--- config.mk ---
export PLATFORM = sky130hd
export DESIGN_NAME = pcsc_mul
export DESIGN_NICKNAME = d
export VERILOG_FILES = /design/src/rtl/pcsc_mul.sv
export SDC_FILE = /design/constraint.sdc
export NUM_CORES = 2
export LEC_CHECK = 0
export ABC_AREA = 0
export ABC_CLOCK_PERIOD_IN_PS = 8200
export BUFFER_PORTS_ARGS = -buffer_cell sky130_fd_sc_hd__buf_2
export CELL_PAD_IN_SITES_DETAIL_PLACEMENT = 0
export CELL_PAD_IN_SITES_GLOBAL_PLACEMENT = 2
export CORE_MARGIN = 3
export CORE_UTILIZATION = 31
export CTS_BUF_LIST = sky130_fd_sc_hd__clkbuf_4
export CTS_CLUSTER_DIAMETER = 120
export CTS_CLUSTER_SIZE = 10
export DETAILED_ROUTE_END_ITERATION = 16
export GPL_ROUTABILITY_DRIVEN = 0
export PLACE_DENSITY = 0.72
export SLEW_MARGIN = 30
export SYNTH_ARGS = -nofsm -noshare
export SYNTH_HDL_FRONTEND = slang
export SYNTH_SLANG_ARGS = --single-unit
--- constraint.sdc ---
create_clock -name i_clk -period 8.2 [get_ports i_clk]
set_input_delay 1.64 -clock i_clk [delete_from_list [all_inputs] [get_ports i_clk]]
set_output_delay 1.64 -clock i_clk [all_outputs]
set_load 0.05 [all_outputs]
--- src/rtl/pcsc_mul.sv ---
`timescale 1ns / 1ps

module pcsc_mul (
    input  logic        i_clk,
    input  logic [31:0] i_a,
    input  logic [31:0] i_b,
    output logic [63:0] o_prod
);

    logic [63:0] r_prod;

    // Register the full product
    always_ff @(posedge i_clk) begin
        r_prod <= {32'b0, i_a} * {32'b0, i_b};
    end

    assign o_prod = r_prod;

endmodule

Word level (Yosys, flattened, before mapping)
Index checks and enable logic that the tools add are counted.

Bits in registers: 64. Output and inout bits: 64. Word-level logic and storage cells: 2.

Multipliers: 1.

Operators with widths (number): $mul A32 B32 Y64 (1).

Depth between registers and ports, before layout
Depth after elaboration: 1. Depth in mapped cells: 29. Mapped depth without buffers: 27.

Worst setup path before layout
OpenSTA, ideal clock, no wires.

Kind: input -> register. Start point: in i_a[25]. End point: reg r_prod[62] (netlist: o_prod[62]). Library setup time: 0.072 ns. Arrival: 8.321 ns. Required time: 8.128 ns. Slack: -0.193 ns. Cell stages on the path: 25. Buffers on the path: 2. Path through: clkbuf_1 nand2_1 fa_1 inv_1 fa_1 inv_1 fa_1 inv_1 fa_1 fa_1 fa_1 fa_1 inv_1 fa_1 inv_1 ha_1 buf_2 nand4_1 or4_1 or3_1 a31oi_1 a31o_2 a211oi_1 o21ai_1 xor2_1.

Word-level cells in the longest chain between the ends: 1.

Ends and longest elaborated chain: from (decl) (line 5) `input logic [31:0] i_a,`; $mul A32 B32 Y64 (line 14) `r_prod <= {32'b0, i_a} * {32'b0, i_b};`; to (signal assigned) (line 14); to (decl) (line 10) `logic [63:0] r_prod;`.

Every way passes these cells.

Final worst setup path
Start point: in i_a[26]. End point: reg r_prod[62] (netlist: o_prod[62]).

Same word-level chain as after synthesis.

==> metrics.md <==
| Metric | Value |
|---|---|
| Avg Inst Size Synth | `9.25 um2` |
| DIE AREA | `116000 um2` |
| Vias in the first global route | `approximately 28000` |
| Status | `finished, final reports clean` |
| Asr flop ratio synth | `0%` |
| Number of flops mapped to enable cells by yosys | `0` |
| Core Box Area | `111000 um2` |
| Largest net degree at the start of global routing | `23` |
| Row cnt | `122` |
| Hold path startpoint | `i_a[0]` |
| Worst slew margin | `between 50% and 60%` |
| Crit path time final | `between 8 and 9 ns` |
| Pre-antenna DRT Iters | `5` |
| Post-synthesis instance total | `~3700` |
| WL/cell | `between 15 and 20 um` |
| Initial antenna violation count | `7` |
| Fraction of layout cells with a size suffix above 1 | `roughly 17%` |
| FMAX | `123 MHz` |
| Setup violators final | `0` |
| Measured slew at the worst slew-check pin | `0.689 ns` |
| Data arrival, critical path | `between 8 and 9 ns` |
| Seq/Total Area, Yosys | `around 3.7%` |
| Crit share post-route | `~99%` |
| Hold Crit Depth | `4` |
| Remaining DRCs | `0` |
| Clock Path Buffers | `2` |
| Area Growth Syn to Fin | `18.1%` |
| Endpoint type of the worst setup path | `register` |
| Dpl ws | `-0.892 ns` |
| Ys flop type | `dfxtp_1` |
| CTS Hold Bufs | `0` |
| CP startpoint | `i_a[26]` |
| Worst-path maximum fanout | `7` |
| H-tree depth | `3` |
| Antenna viol nets, final | `0` |
| Via Count | `25339` |
| # Max-Cap Violations | `0` |
| Starting Density | `31.3%` |
| Overall routed net length | `103000 um` |
| TritonCTS clock tree | `done` |
| Critical path class | `primary input to register` |
| Hold Crit Class | `primary input to register` |
| CTS clk-pin slew, worst paths | `~0.14 ns` |
| HPWL after DPL | `91600 um` |
| Worst path required time | `around 8.7 ns` |
| I/O Pins | `129` |
| Die span in y | `~340 um` |
| Filler cells | `roughly 12000` |
| Fin cells | `around 5600` |
| Setup ws final | `roughly 0.073 ns` |
| Max FFs per register | `64` |
| Placed Cells | `~5600` |
| 1st-iter DRT viols | `roughly 900` |
| CTS root buf | `clkbuf_4` |
| IO Port Bufs | `~130` |
| Post-synthesis register bit count | `64` |
| Syn nets | `~5000` |
| Total track usage | `a little under a fifth` |
| Die span in x | `340 um` |
| Clk sinks | `64` |
| Endpoints failing hold | `0` |
| Syn Std Cell Area | `approximately 35000 um2` |
| Vias/cell | `~4.5` |
| First-pass GRT wire length | `163000 um` |
| Worst hold endpoint | `o_prod[0]` |
| Fin nets | `between 5000 and 6000` |
| Post-synth cell types | `57` |
| CTS buffer count | `9` |
| Gr ovfl total | `0` |
| RSZ-0062 raised after global routing | `yes` |
| Worst setup SP type | `primary input` |
| Slew Limit Fails | `0` |
| Syn. warnings | `0` |
## area by class of cell
class                           count  area (um2)  area share, %
Timing Repair Buffer              571        4640           11.3
Multi-Input combinational cell   2599       29800           72.7
Sequential cell                    64        1280           3.13
Clock buffer                       10        75.1          0.183
Inverter                          865        3250           7.93
Antenna cell                        6        15.0         0.0367
Clock inverter                      6        60.1          0.147
Tap cell                         1488        1860           4.55
## cell usage in the layout (no fill, tap or decap), types with 31 or more instances in the layout
cell / synthesis / final
nand2_1: 480 / 479
dfxtp_1: 64 / 64
a21o_1: 40 / 39
buf_4: 0 / 408
buf_2: 6 / 84
buf_6: 0 / 34
ha_1: 263 / 251
buf_12: 0 / 31
xnor2_1: 35 / 34
inv_1: 865 / 854
a21oi_1: 63 / 50
fa_1: 896 / 873
and2_1: 602 / 590
## what timing repair did
action                     in CTS  in global routing
gates resized for setup        27                193
pin swaps                       5                 66
setup endpoints to repair      15                 22
setup buffers                   0                 13
## layer usage
| metal | part of all wire, % | track usage [%] |
|---|---|---|
| met4 | 2.4 | 4.11 |
| met3 | 2.1 | 1.50 |
| met5 | 0.026 | 0 |
| met1 | 40 | 21.8 |
| met2 | 56 | 35.4 |
## worst max-delay path by stage
stage                 endpoint  slack [ns]  cells past startpoint
finish              o_prod[62]        0.07                     25
global route        o_prod[62]       -0.08                     24
CTS                 o_prod[62]       0.001                     27
detailed placement  o_prod[58]       -0.89                     27
global placement    o_prod[62]       -0.92                     26
floorplan           o_prod[62]       -0.03                     24
## critical path: stages
cell and delay (ns):
buf_4 0.17, buf_4 0.16, and2_1 0.16, fa_1 0.47, fa_1 0.61, inv_2 0.06
fa_1 0.54, inv_2 0.04, fa_1 0.50, inv_1 0.05, fa_2 0.56, fa_1 0.45
fa_1 0.50, fa_1 0.55, inv_2 0.05, ha_4 0.26, nand4_1 0.12, or4_4 0.44
or3_4 0.37, a31oi_4 0.20, buf_6 0.14, a31o_4 0.19, a211oi_4 0.07, o21ai_1 0.15
xor2_1 0.17
## cells in the mapped netlist, types with 12 or more instances
library cell / instances / share of area (%)
dfxtp_1: 64 / 3.7
and3_1: 14 / 0.25
fa_1: 896 / 52
xor2_1: 25 / 0.63
nand4_1: 23 / 0.41
a21oi_1: 63 / 0.91
nor2_1: 20 / 0.22
nand2_1: 480 / 5.2
and2_1: 602 / 11
inv_1: 865 / 9.4
ha_1: 263 / 9.5
a21o_1: 40 / 0.87
o21ai_0: 21 / 0.30
xnor2_1: 35 / 0.88
clkbuf_1: 213 / 2.3
a31oi_1: 12 / 0.22
## kinds of logic after synthesis
group / count (synthesis) / share of synthesized area (%)
mux: 1 / 0.0289
buf+inv: 1085 / 11.8
flops: 64 / 3.69
simple gates: 1177 / 17.6
xor+xnor: 60 / 1.52
compound gates: 202 / 4.15
fa+ha+maj: 1159 / 61.2
## through the flow
| stage | setup TNS [ns] | cell area, um2 | utilization (%) | hold slack, ns |
|---|---|---|---|---|
| floorplan | -0.0320 | 34700 | - | 1.77 |
| global placement | -17.14 | 39900 | 36.0 | 2.11 |
| detailed placement | -18.14 | 39900 | 36.0 | 2.11 |
| CTS | 0 | 40200 | 36.2 | 1.63 |
| global route | -0.226 | 41000 | 37.0 | 1.69 |
| finish | 0 | 41000 | 37.0 | 1.71 |
Power is not shown: default switching activity piles up to over one toggle a cycle in this logic, so the estimate is an artifact.
